**src/hdl/ppm_pkg.sv**
```systemverilog
// Shared types and constants for the pairwise proximity monitor.
// No dependencies; used by the top level.
package ppm_pkg;

    // Command codes on the input channel
    localparam logic CMD_UPDATE = 1'b0;
    localparam logic CMD_CHECK  = 1'b1;

    // Result kinds
    localparam logic KIND_EVENT = 1'b0;
    localparam logic KIND_DONE  = 1'b1;

    // Configuration register indexes
    localparam logic [3:0] CFG_THRESHOLD = 4'd0;
    localparam logic [3:0] CFG_ACTIVE    = 4'd1;

    // Register reset values
    localparam logic [15:0] THRESHOLD_RESET = 16'd256;
    localparam logic [3:0]  ACTIVE_RESET    = 4'd8;

    // Event limit per scan
    localparam logic [4:0] EVENT_CAP = 5'd28;

    // Coordinate axis codes
    localparam logic [1:0] AXIS_X = 2'd0;
    localparam logic [1:0] AXIS_Y = 2'd1;
    localparam logic [1:0] AXIS_Z = 2'd2;

    // Scan sequencer states, one-hot
    typedef enum logic [8:0] {
        ST_IDLE    = 9'b000000001,
        ST_ROW     = 9'b000000010,
        ST_ROWWAIT = 9'b000000100,
        ST_PAIR    = 9'b000001000,
        ST_LOAD    = 9'b000010000,
        ST_SUB     = 9'b000100000,
        ST_SQR     = 9'b001000000,
        ST_CMP     = 9'b010000000,
        ST_DONE    = 9'b100000000
    } state_t;

endpackage

```
**src/hdl/ppm_ram.sv**
```systemverilog
// Generic simple dual-port RAM: one write port, one read port with
// registered read data. No dependencies.
module ppm_ram #(
    parameter int WIDTH = 8,
    parameter int DEPTH = 8
) (
    input  logic                                   clk,
    input  logic                                   wr_en,
    input  logic [(DEPTH > 1 ? $clog2(DEPTH) : 1)-1:0] wr_addr,
    input  logic [WIDTH-1:0]                       wr_data,
    input  logic                                   rd_en,
    input  logic [(DEPTH > 1 ? $clog2(DEPTH) : 1)-1:0] rd_addr,
    output logic [WIDTH-1:0]                       rd_data
);

    logic [WIDTH-1:0] mem [DEPTH];
    logic [WIDTH-1:0] rd_data_reg;

    always_ff @(posedge clk)
    begin
        if (wr_en)
        begin
            mem[wr_addr] <= wr_data;
        end
        if (rd_en)
        begin
            rd_data_reg <= mem[rd_addr];
        end
    end

    assign rd_data = rd_data_reg;

endmodule

```
**src/hdl/pairwise_proximity_monitor_unit.sv**
```systemverilog
// Pairwise proximity monitor: top level with the scan sequencer.
// Depends on ppm_pkg and ppm_ram (agent position and pair warned memories).
// Scan: a position update yields no result. A check tick reads the position of each
//   row led by a valid agent and passes over other rows and skipped pairs; each
//   active pair takes a memory read, three subtract/square steps on the shared
//   squaring multiplier and a compare, and the done item ends the scan, which is
//   held when the result channel stalls.
// Throughput: one transaction at a time; the next is taken once the scan ends.
// Reset: asynchronous, clears valid marks and warned marks, restores configuration reset values.
module pairwise_proximity_monitor_unit #(
    parameter int MAX_AGENTS = 8,
    parameter int COORD_BITS = 16
) (
    input  logic               clk,
    input  logic               rst_n,
    // configuration write channel
    input  logic               cfg_valid,
    output logic               cfg_ready,
    input  logic [3:0]         cfg_index,
    input  logic [15:0]        cfg_data,
    // input item channel
    input  logic               item_valid,
    output logic               item_ready,
    input  logic               command,
    input  logic [2:0]         agent_index,
    input  logic signed [15:0] pos_x,
    input  logic signed [15:0] pos_y,
    input  logic signed [15:0] pos_z,
    // result channel
    output logic               result_valid,
    input  logic               result_ready,
    output logic               kind,
    output logic [2:0]         first_agent,
    output logic [2:0]         second_agent,
    output logic [33:0]        distance_squared,
    output logic [4:0]         new_events,
    output logic               last
);

    // Derived sizes
    localparam int PAIRS = MAX_AGENTS * (MAX_AGENTS - 1) / 2;
    localparam int AW    = $clog2(MAX_AGENTS);          // agent address
    localparam int CW    = AW + 1;                      // agent counters
    localparam int SW    = (PAIRS > 1) ? $clog2(PAIRS) : 1;
    localparam int PW    = 3 * COORD_BITS;              // packed {z, y, x}
    localparam int DW    = COORD_BITS + 1;              // coordinate difference
    localparam int ACCW  = 2 * DW + 2;                  // sum of three squares
    localparam int CMPW  = (ACCW + 2 > 36) ? ACCW + 2 : 36;

    // Configuration
    logic [15:0] thr_reg, thr_next;
    logic [3:0]  active_reg, active_next;
    logic [31:0] t2_reg, t2_next;

    // Sequencer
    ppm_pkg::state_t state_reg, state_next;
    logic [CW-1:0]   i_reg, i_next;
    logic [CW-1:0]   j_reg, j_next;
    logic [SW-1:0]   slot_reg, slot_next;
    logic [4:0]      count_reg, count_next;
    logic [1:0]      axis_reg, axis_next;

    // Datapath
    logic [PW-1:0]   pi_reg, pi_next;
    logic [PW-1:0]   pj_reg, pj_next;
    logic            warned_reg, warned_next;
    logic [DW-1:0]   dabs_reg, dabs_next;
    logic [ACCW-1:0] acc_reg, acc_next;

    // State marks
    logic [MAX_AGENTS-1:0] agent_valid_reg, agent_valid_next;
    logic [PAIRS-1:0]      warned_vld_reg, warned_vld_next;

    // Output register
    logic        out_valid_reg, out_valid_next;
    logic        kind_reg, kind_next;
    logic [2:0]  first_reg, first_next;
    logic [2:0]  second_reg, second_next;
    logic [33:0] dist_reg, dist_next;
    logic [4:0]  events_reg, events_next;
    logic        last_reg, last_next;

    // Memory ports
    logic          pos_wr_en, pos_rd_en;
    logic [AW-1:0] pos_wr_addr, pos_rd_addr;
    logic [PW-1:0] pos_wr_data, pos_rd_data;
    logic          pair_wr_en, pair_rd_en;
    logic          pair_wr_data, pair_rd_data;

    // Helpers
    logic [CW-1:0]          n_eff;
    logic [CW-1:0]          scan_sel;
    logic                   scan_valid;
    logic                   out_free;
    logic signed [COORD_BITS-1:0] cx, cy, cz;
    logic signed [COORD_BITS-1:0] ca, cb;
    logic signed [DW-1:0]   diff;
    logic [2*DW-1:0]        sq;
    logic [CMPW-1:0]        dist_ext, t2_ext;
    logic                   dist_lt, dist_gt;

    ppm_ram #(
        .WIDTH (PW),
        .DEPTH (MAX_AGENTS)
    ) u_pos_ram (
        .clk     (clk),
        .wr_en   (pos_wr_en),
        .wr_addr (pos_wr_addr),
        .wr_data (pos_wr_data),
        .rd_en   (pos_rd_en),
        .rd_addr (pos_rd_addr),
        .rd_data (pos_rd_data)
    );

    ppm_ram #(
        .WIDTH (1),
        .DEPTH (PAIRS)
    ) u_pair_ram (
        .clk     (clk),
        .wr_en   (pair_wr_en),
        .wr_addr (slot_reg),
        .wr_data (pair_wr_data),
        .rd_en   (pair_rd_en),
        .rd_addr (slot_reg),
        .rd_data (pair_rd_data)
    );

    // Clip the active agent count to the table size
    assign n_eff = ({1'b0, active_reg} > 5'(MAX_AGENTS)) ? CW'(MAX_AGENTS)
                                                         : CW'(active_reg);

    // Single read of the valid marks: row agent in ROW, column agent otherwise
    assign scan_sel   = (state_reg == ppm_pkg::ST_ROW) ? i_reg : j_reg;
    assign scan_valid = (scan_sel < n_eff) && agent_valid_reg[scan_sel[AW-1:0]];

    assign out_free = !out_valid_reg || result_ready;

    // Coordinates wrapped or sign-extended to the stored width
    assign cx = COORD_BITS'(pos_x);
    assign cy = COORD_BITS'(pos_y);
    assign cz = COORD_BITS'(pos_z);

    // One axis difference per step
    assign ca   = $signed(pi_reg[axis_reg*COORD_BITS +: COORD_BITS]);
    assign cb   = $signed(pj_reg[axis_reg*COORD_BITS +: COORD_BITS]);
    assign diff = DW'(ca) - DW'(cb);
    assign sq   = dabs_reg * dabs_reg;

    // Threshold tests: D < T^2 and 4D > 9T^2
    assign dist_ext = CMPW'(acc_reg);
    assign t2_ext   = CMPW'(t2_reg);
    assign dist_lt  = dist_ext < t2_ext;
    assign dist_gt  = (dist_ext << 2) > (t2_ext + (t2_ext << 3));

    assign cfg_ready  = 1'b1;
    assign item_ready = (state_reg == ppm_pkg::ST_IDLE);

    always_comb
    begin
        thr_next         = thr_reg;
        active_next      = active_reg;
        t2_next          = t2_reg;
        state_next       = state_reg;
        i_next           = i_reg;
        j_next           = j_reg;
        slot_next        = slot_reg;
        count_next       = count_reg;
        axis_next        = axis_reg;
        pi_next          = pi_reg;
        pj_next          = pj_reg;
        warned_next      = warned_reg;
        dabs_next        = dabs_reg;
        acc_next         = acc_reg;
        agent_valid_next = agent_valid_reg;
        warned_vld_next  = warned_vld_reg;
        out_valid_next   = out_valid_reg;
        kind_next        = kind_reg;
        first_next       = first_reg;
        second_next      = second_reg;
        dist_next        = dist_reg;
        events_next      = events_reg;
        last_next        = last_reg;

        pos_wr_en    = 1'b0;
        pos_wr_addr  = AW'(agent_index);
        pos_wr_data  = {cz, cy, cx};
        pos_rd_en    = 1'b0;
        pos_rd_addr  = i_reg[AW-1:0];
        pair_wr_en   = 1'b0;
        pair_wr_data = 1'b0;
        pair_rd_en   = 1'b0;

        // Drop the result once the transaction completes
        if (out_valid_reg && result_ready)
        begin
            out_valid_next = 1'b0;
        end

        if (cfg_valid)
        begin
            if (cfg_index == ppm_pkg::CFG_THRESHOLD)
            begin
                thr_next = cfg_data;
            end
            else if (cfg_index == ppm_pkg::CFG_ACTIVE)
            begin
                active_next = cfg_data[3:0];
            end
        end

        case (state_reg)
            ppm_pkg::ST_IDLE:
            begin
                if (item_valid)
                begin
                    if (command == ppm_pkg::CMD_UPDATE)
                    begin
                        // Store the position; indexes past the table are ignored
                        if (32'(agent_index) < MAX_AGENTS)
                        begin
                            pos_wr_en = 1'b1;
                            agent_valid_next[pos_wr_addr] = 1'b1;
                        end
                    end
                    else
                    begin
                        t2_next    = thr_reg * thr_reg;
                        i_next     = '0;
                        j_next     = CW'(1);
                        slot_next  = '0;
                        count_next = '0;
                        state_next = ppm_pkg::ST_ROW;
                    end
                end
            end

            ppm_pkg::ST_ROW:
            begin
                if (i_reg >= CW'(MAX_AGENTS - 1))
                begin
                    state_next = ppm_pkg::ST_DONE;
                end
                else if (scan_valid)
                begin
                    pos_rd_en   = 1'b1;
                    pos_rd_addr = i_reg[AW-1:0];
                    state_next  = ppm_pkg::ST_ROWWAIT;
                end
                else
                begin
                    // Skip the whole row of pair slots
                    slot_next = slot_reg + SW'(MAX_AGENTS - 1) - SW'(i_reg);
                    i_next    = i_reg + CW'(1);
                    j_next    = i_reg + CW'(2);
                end
            end

            ppm_pkg::ST_ROWWAIT:
            begin
                pi_next    = pos_rd_data;
                state_next = ppm_pkg::ST_PAIR;
            end

            ppm_pkg::ST_PAIR:
            begin
                if (scan_valid)
                begin
                    pos_rd_en   = 1'b1;
                    pos_rd_addr = j_reg[AW-1:0];
                    pair_rd_en  = 1'b1;
                    state_next  = ppm_pkg::ST_LOAD;
                end
                else
                begin
                    slot_next = slot_reg + SW'(1);
                    if (j_reg == CW'(MAX_AGENTS - 1))
                    begin
                        i_next     = i_reg + CW'(1);
                        j_next     = i_reg + CW'(2);
                        state_next = ppm_pkg::ST_ROW;
                    end
                    else
                    begin
                        j_next = j_reg + CW'(1);
                    end
                end
            end

            ppm_pkg::ST_LOAD:
            begin
                // A slot never written since reset reads as clear
                pj_next     = pos_rd_data;
                warned_next = pair_rd_data & warned_vld_reg[slot_reg];
                axis_next   = ppm_pkg::AXIS_X;
                acc_next    = '0;
                state_next  = ppm_pkg::ST_SUB;
            end

            ppm_pkg::ST_SUB:
            begin
                dabs_next  = diff[DW-1] ? DW'(-diff) : DW'(diff);
                state_next = ppm_pkg::ST_SQR;
            end

            ppm_pkg::ST_SQR:
            begin
                acc_next = acc_reg + ACCW'(sq);
                if (axis_reg == ppm_pkg::AXIS_Z)
                begin
                    state_next = ppm_pkg::ST_CMP;
                end
                else
                begin
                    axis_next  = axis_reg + 2'd1;
                    state_next = ppm_pkg::ST_SUB;
                end
            end

            ppm_pkg::ST_CMP:
            begin
                logic advance;
                advance = 1'b1;
                if (dist_lt)
                begin
                    if (!warned_reg && (count_reg < ppm_pkg::EVENT_CAP))
                    begin
                        if (out_free)
                        begin
                            out_valid_next = 1'b1;
                            kind_next      = ppm_pkg::KIND_EVENT;
                            first_next     = 3'(i_reg);
                            second_next    = 3'(j_reg);
                            dist_next      = 34'(acc_reg);
                            events_next    = '0;
                            last_next      = 1'b0;
                            count_next     = count_reg + 5'd1;
                            pair_wr_en     = 1'b1;
                            pair_wr_data   = 1'b1;
                            warned_vld_next[slot_reg] = 1'b1;
                        end
                        else
                        begin
                            // Hold until the result register frees up
                            advance = 1'b0;
                        end
                    end
                end
                else if (dist_gt)
                begin
                    // Past the hysteresis band: clear the warned mark
                    pair_wr_en   = 1'b1;
                    pair_wr_data = 1'b0;
                    warned_vld_next[slot_reg] = 1'b1;
                end

                if (advance)
                begin
                    slot_next = slot_reg + SW'(1);
                    if (j_reg == CW'(MAX_AGENTS - 1))
                    begin
                        i_next     = i_reg + CW'(1);
                        j_next     = i_reg + CW'(2);
                        state_next = ppm_pkg::ST_ROW;
                    end
                    else
                    begin
                        j_next     = j_reg + CW'(1);
                        state_next = ppm_pkg::ST_PAIR;
                    end
                end
            end

            ppm_pkg::ST_DONE:
            begin
                if (out_free)
                begin
                    out_valid_next = 1'b1;
                    kind_next      = ppm_pkg::KIND_DONE;
                    first_next     = '0;
                    second_next    = '0;
                    dist_next      = '0;
                    events_next    = count_reg;
                    last_next      = 1'b1;
                    state_next     = ppm_pkg::ST_IDLE;
                end
            end

            default:
            begin
                state_next = ppm_pkg::ST_IDLE;
            end
        endcase
    end

    // Control state
    always_ff @(posedge clk or negedge rst_n)
    begin
        if (!rst_n)
        begin
            thr_reg         <= ppm_pkg::THRESHOLD_RESET;
            active_reg      <= ppm_pkg::ACTIVE_RESET;
            state_reg       <= ppm_pkg::ST_IDLE;
            agent_valid_reg <= '0;
            warned_vld_reg  <= '0;
            out_valid_reg   <= 1'b0;
            count_reg       <= '0;
        end
        else
        begin
            thr_reg         <= thr_next;
            active_reg      <= active_next;
            state_reg       <= state_next;
            agent_valid_reg <= agent_valid_next;
            warned_vld_reg  <= warned_vld_next;
            out_valid_reg   <= out_valid_next;
            count_reg       <= count_next;
        end
    end

    // Datapath and payload
    always_ff @(posedge clk)
    begin
        t2_reg      <= t2_next;
        i_reg       <= i_next;
        j_reg       <= j_next;
        slot_reg    <= slot_next;
        axis_reg    <= axis_next;
        pi_reg      <= pi_next;
        pj_reg      <= pj_next;
        warned_reg  <= warned_next;
        dabs_reg    <= dabs_next;
        acc_reg     <= acc_next;
        kind_reg    <= kind_next;
        first_reg   <= first_next;
        second_reg  <= second_next;
        dist_reg    <= dist_next;
        events_reg  <= events_next;
        last_reg    <= last_next;
    end

    assign result_valid     = out_valid_reg;
    assign kind             = kind_reg;
    assign first_agent      = first_reg;
    assign second_agent     = second_reg;
    assign distance_squared = dist_reg;
    assign new_events       = events_reg;
    assign last             = last_reg;

endmodule

```
**config.mk**
```make
export PLATFORM = sky130hd
export DESIGN_NAME = pairwise_proximity_monitor_unit
export DESIGN_NICKNAME = d
export VERILOG_FILES = /design/src/hdl/ppm_pkg.sv /design/src/hdl/ppm_ram.sv /design/src/hdl/pairwise_proximity_monitor_unit.sv
export SDC_FILE = /design/constraint.sdc
export NUM_CORES = 2
export LEC_CHECK = 0
export BUFFER_PORTS_ARGS = -buffer_cell sky130_fd_sc_hd__clkbuf_2
export CAP_MARGIN = 20
export CORE_MARGIN = 2
export CORE_UTILIZATION = 50
export DETAILED_ROUTE_END_ITERATION = 6
export PLACE_DENSITY_LB_ADDON = 0.1
export SYNTH_ARGS = -nofsm -noshare
export SYNTH_HDL_FRONTEND = slang
export SYNTH_SLANG_ARGS = --single-unit
export TNS_END_PERCENT = 50
```
**constraint.sdc**
```tcl
create_clock -name clk -period 8.9 [get_ports clk]
set_clock_uncertainty 0.15 [all_clocks]
set_input_delay 1.335 -clock clk [delete_from_list [all_inputs] [get_ports clk]]
set_output_delay 1.335 -clock clk [all_outputs]
set_load 0.02 [all_outputs]
```
==> reports/qor.txt <==
RUN STATUS
-----------------------------------------------------------------------------------------------
Result of the run                                                                  finished clean

LAYOUT
-----------------------------------------------------------------------------------------------
Commonest non-fill, non-tap cells in the layout                                    sky130_fd_sc_hd__edfxtp_1, sky130_fd_sc_hd__inv_1, sky130_fd_sc_hd__fa_1, sky130_fd_sc_hd__ha_1, sky130_fd_sc_hd__nand2_1
Most common cell after layout, fill and taps aside                                 sky130_fd_sc_hd__edfxtp_1
Layout Cells excl Fill                                                                     5593
Flip-flop count of the largest register after layout                                        384
Final standard cell utilization of the core                                               0.552
Area growth, synth to finish                                                              9.55%
Share of final-layout standard cells stronger than drive strength 1                      0.0983
Reg with most FFs                                                                  u_pos_ram.mem
Post-route cell area                                                                55300 sq um
Total number of nets in the final design                                                   5032

POWER AND IR DROP
-----------------------------------------------------------------------------------------------
Clk network pwr share                                                                     0.169
Maximum resistive drop on vdd                                                          0.884 mV
Leak                                                                                    24.3 nW
Register share of total power                                                             0.245
Combinational share of power                                                              0.586
Switching component of the power                                                      0.00845 W
Sw Share                                                                                  0.417
Power density relative to cell area                                                 366 nW/um^2
Internal power                                                                         0.0118 W

SYNTHESIS
-----------------------------------------------------------------------------------------------
Flops & latches, synth                                                                      774
Sequential-to-total area share from yosys stat                                            0.453
Synthesized net count                                                                      4915
Ys flop type                                                                       sky130_fd_sc_hd__edfxtp_1
Number of cells produced by synthesis                                                      4108
Async S/R FF share, synth                                                                0.0917
Largest area contributor in the netlist                                            sky130_fd_sc_hd__edfxtp_1
Syn avg cell area                                                                    12.3 sq um
EDFF count, synth                                                                           703
Top area cells in the synthesized netlist                                          sky130_fd_sc_hd__edfxtp_1, sky130_fd_sc_hd__fa_1, sky130_fd_sc_hd__ha_1, sky130_fd_sc_hd__inv_1, sky130_fd_sc_hd__mux2i_1
Yosys warns                                                                                   0
Mapped Area                                                                         50500 sq um
Distinct cell type count after synthesis                                                     84
Area fraction of the dominant cell type after synthesis                                   0.418

STA
-----------------------------------------------------------------------------------------------
Shortest period the worst path allows                                                   7.43 ns
F_max                                                                                   135 MHz
Smallest hold slack                                                                    0.293 ns
Endpoints failing hold                                                                        0
Fin Setup TNS                                                                              0 ns
Setup violations, final                                                                       0
Slew at the pin closest to its max-slew limit                                           1.07 ns
Max-slew violation count                                                                      0
Unrepaired setup endpoints after global routing                                              no
Max-Slew Margin vs Limit                                                                  0.282
Share of the clock period used by the worst path after layout                             0.835

PLACEMENT
-----------------------------------------------------------------------------------------------
Cell Area, Placed                                                                   52600 sq um
Detail Placement HPWL                                                                  79700 um
Cell count after placement                                                                 5437
Routability-driven placement congestion ratio                                             0.848
Port buffer count                                                                           125

DETAILED ROUTING
-----------------------------------------------------------------------------------------------
Met2 wirelength from detailed routing                                                  55500 um
Wire length on met1                                                                    48200 um
Top layer in use                                                                           met4
Remaining antenna violation count after routing                                               0
Residual DRC count                                                                            0
First drt pass iteration count                                                                7
Routed len/inst                                                                         19.9 um
Detail Route met3 WL                                                                    5090 um
Number of vias per cell                                                                    5.43
Number of violations reported at the end of detailed-routing iteration 0                   1942
Via count of the routed design                                                            30.4k
WL final                                                                              111000 um

CRITICAL PATH
-----------------------------------------------------------------------------------------------
Data required time at the worst endpoint                                                9.14 ns
Arr. time, crit path                                                                    7.67 ns
Launch point of the worst reg-to-reg path                                           dabs_reg[4]
Kind of end point of the critical path                                                flip-flop
Type of the worst setup path                                                       flip-flop to flip-flop
Worst reg2reg setup slack                                                               1.47 ns
Crit path launch type                                                                 flip-flop
Worst flop-to-flop path endpoint                                                    acc_reg[34]
Worst R2R Path Depth                                                                         21
Highest net fanout along the worst path                                                      19

CTS
-----------------------------------------------------------------------------------------------
Clock latency of the later-clocked register in the worst-skew pair                      0.67 ns
CTS Hold Bufs                                                                                 0
TritonCTS clock tree                                                                      built
Number of buffers created by CTS                                                             83
Clock input transition at the sequential cells of the worst setup and hold paths        0.06 ns
Root buffer cell                                                                   sky130_fd_sc_hd__clkbuf_16
Post-CTS setup buffers                                                                        0
H-tree level count                                                                            3
Clock tree sinks                                                                            774
Resize count post-CTS                                                                         0
Max clock buf depth                                                                           3

GLOBAL ROUTING
-----------------------------------------------------------------------------------------------
Number of global-route vias before repair                                                 31.8k
Total routing resource utilization after global routing                                   0.222
Largest net degree at the start of global routing                                            72
Residual overflow from global routing                                                         0
Global-route wire length before repair                                                177000 um
Initial antenna violation count                                                               5

WORST HOLD PATH
-----------------------------------------------------------------------------------------------
Worst min path class                                                               flip-flop to flip-flop
HP Start                                                                           u_pos_ram.rd_data[28]
Worst hold path stage count                                                                   0
Endpoint with the worst hold slack                                                   pj_reg[28]

DIE
-----------------------------------------------------------------------------------------------
Row cnt                                                                                     116
Die Ht                                                                                   322 um
I/O pin count                                                                               127
Die outline width                                                                        322 um
Core Footprint                                                                     100000 sq um
Initial cell density of the core                                                          0.504
Floorplan die area                                                                 104000 sq um

FLOW RUN
-----------------------------------------------------------------------------------------------
Max-capacitance violation count                                                               0

worst max-delay path: stages (launching register included):
cell                       delay, ns
sky130_fd_sc_hd__edfxtp_1       0.89
sky130_fd_sc_hd__and2_1         0.28
sky130_fd_sc_hd__inv_1          0.07
sky130_fd_sc_hd__fa_1           0.49
sky130_fd_sc_hd__fa_1           0.43
sky130_fd_sc_hd__fa_1           0.55
sky130_fd_sc_hd__inv_1          0.06
sky130_fd_sc_hd__fa_1           0.47
sky130_fd_sc_hd__fa_1           0.55
sky130_fd_sc_hd__inv_1          0.05
sky130_fd_sc_hd__fa_1           0.53
sky130_fd_sc_hd__inv_1          0.05
sky130_fd_sc_hd__ha_1           0.33
sky130_fd_sc_hd__or2_2          0.30
sky130_fd_sc_hd__a21oi_1        0.19
sky130_fd_sc_hd__a31oi_1        0.09
sky130_fd_sc_hd__o21ai_0        0.60
sky130_fd_sc_hd__a211oi_1       0.24
sky130_fd_sc_hd__o31ai_1        0.41
sky130_fd_sc_hd__o21ai_0        0.17
sky130_fd_sc_hd__xnor2_1        0.16
sky130_fd_sc_hd__nor2_1         0.06
area by class of cell:
cell class,instances,area [sq um]
Timing Repair Buffer,168,1010
Clock buffer,109,2190
Antenna cell,3,7.51
Inverter,695,2610
Multi-Input combinational cell,2503,24500
Fill cell,8511,44800
Tap cell,1298,1620
Clock inverter,43,522
Sequential cell,774,22900
routing by layer:
metal,track usage,up-vias
li1,-,14400
met1,0.292,15200
met2,0.383,554
met3,0.0351,147
met4,0.0628,0
met5,0,-
logic make-up (layout without fill, tap and decap cells):
group	after synthesis	count (layout)	share of synthesized area
multiplexers	267	267	0.0571
other	1	4	0.0000743
AO/OA/AOI/OAI	572	572	0.0837
AND/OR/NAND/NOR	807	807	0.0804
XOR/XNOR	126	126	0.0219
buffers and inverters	831	1015	0.0646
adder cells (fa/ha/maj)	730	730	0.239
flip-flops	774	774	0.453
metrics by stage:
stage	power [W]	setup WS [ns]
after floorplan	0.0144	1.18
after global placement	0.0170	1.69
after detailed placement	0.0170	1.52
after CTS	0.0206	1.45
after global routing	0.0224	1.02
final	0.0203	1.47
synth_stat cells (16+ instances only):
| cell type | instances |
|---|---|
| sky130_fd_sc_hd__buf_2 | 17 |
| sky130_fd_sc_hd__nand2b_1 | 23 |
| sky130_fd_sc_hd__o21a_1 | 17 |
| sky130_fd_sc_hd__nand4_1 | 26 |
| sky130_fd_sc_hd__a21o_1 | 69 |
| sky130_fd_sc_hd__xnor2_1 | 81 |
| sky130_fd_sc_hd__and2_1 | 142 |
| sky130_fd_sc_hd__o21ai_0 | 93 |
| sky130_fd_sc_hd__o31ai_1 | 37 |
| sky130_fd_sc_hd__mux2_2 | 18 |
| sky130_fd_sc_hd__a22o_1 | 51 |
| sky130_fd_sc_hd__clkbuf_1 | 86 |
| sky130_fd_sc_hd__inv_1 | 694 |
| sky130_fd_sc_hd__xor2_1 | 45 |
| sky130_fd_sc_hd__mux2i_1 | 234 |
| sky130_fd_sc_hd__nor2_1 | 134 |
| sky130_fd_sc_hd__a211oi_1 | 16 |
| sky130_fd_sc_hd__or2_2 | 19 |
| sky130_fd_sc_hd__fa_1 | 391 |
| sky130_fd_sc_hd__dfrtp_1 | 68 |
| sky130_fd_sc_hd__a21oi_1 | 131 |
| sky130_fd_sc_hd__edfxtp_1 | 703 |
| sky130_fd_sc_hd__nor4_1 | 16 |
| sky130_fd_sc_hd__nor3_1 | 57 |
| sky130_fd_sc_hd__nand2_1 | 252 |
| sky130_fd_sc_hd__nand3_1 | 40 |
| sky130_fd_sc_hd__nor2b_1 | 25 |
| sky130_fd_sc_hd__a221oi_2 | 45 |
| sky130_fd_sc_hd__ha_1 | 339 |
| sky130_fd_sc_hd__and3_1 | 18 |
power groups by stage:
stage               sequential, W  combinational (W)  clock (W)
floorplan                 0.00489            0.00947          0
global placement          0.00505             0.0119          0
detailed placement        0.00505             0.0120          0
CTS                       0.00498             0.0121    0.00350
global route              0.00500             0.0137    0.00364
finish                    0.00497             0.0119    0.00342
how the worst max path moves through the flow:
stage	startpoint	to	slack, ns
2_1_floorplan	state_reg[5]	agent_valid_reg[5]	1.18
3_3_place_gp	dabs_reg[4]	acc_reg[34]	1.69
3_5_place_dp	dabs_reg[4]	acc_reg[34]	1.52
4_1_cts	dabs_reg[4]	acc_reg[34]	1.45
5_1_grt	dabs_reg[9]	acc_reg[34]	1.02
6_report	dabs_reg[4]	acc_reg[34]	1.47
Note: power is estimated with default switching activity, not from simulation.
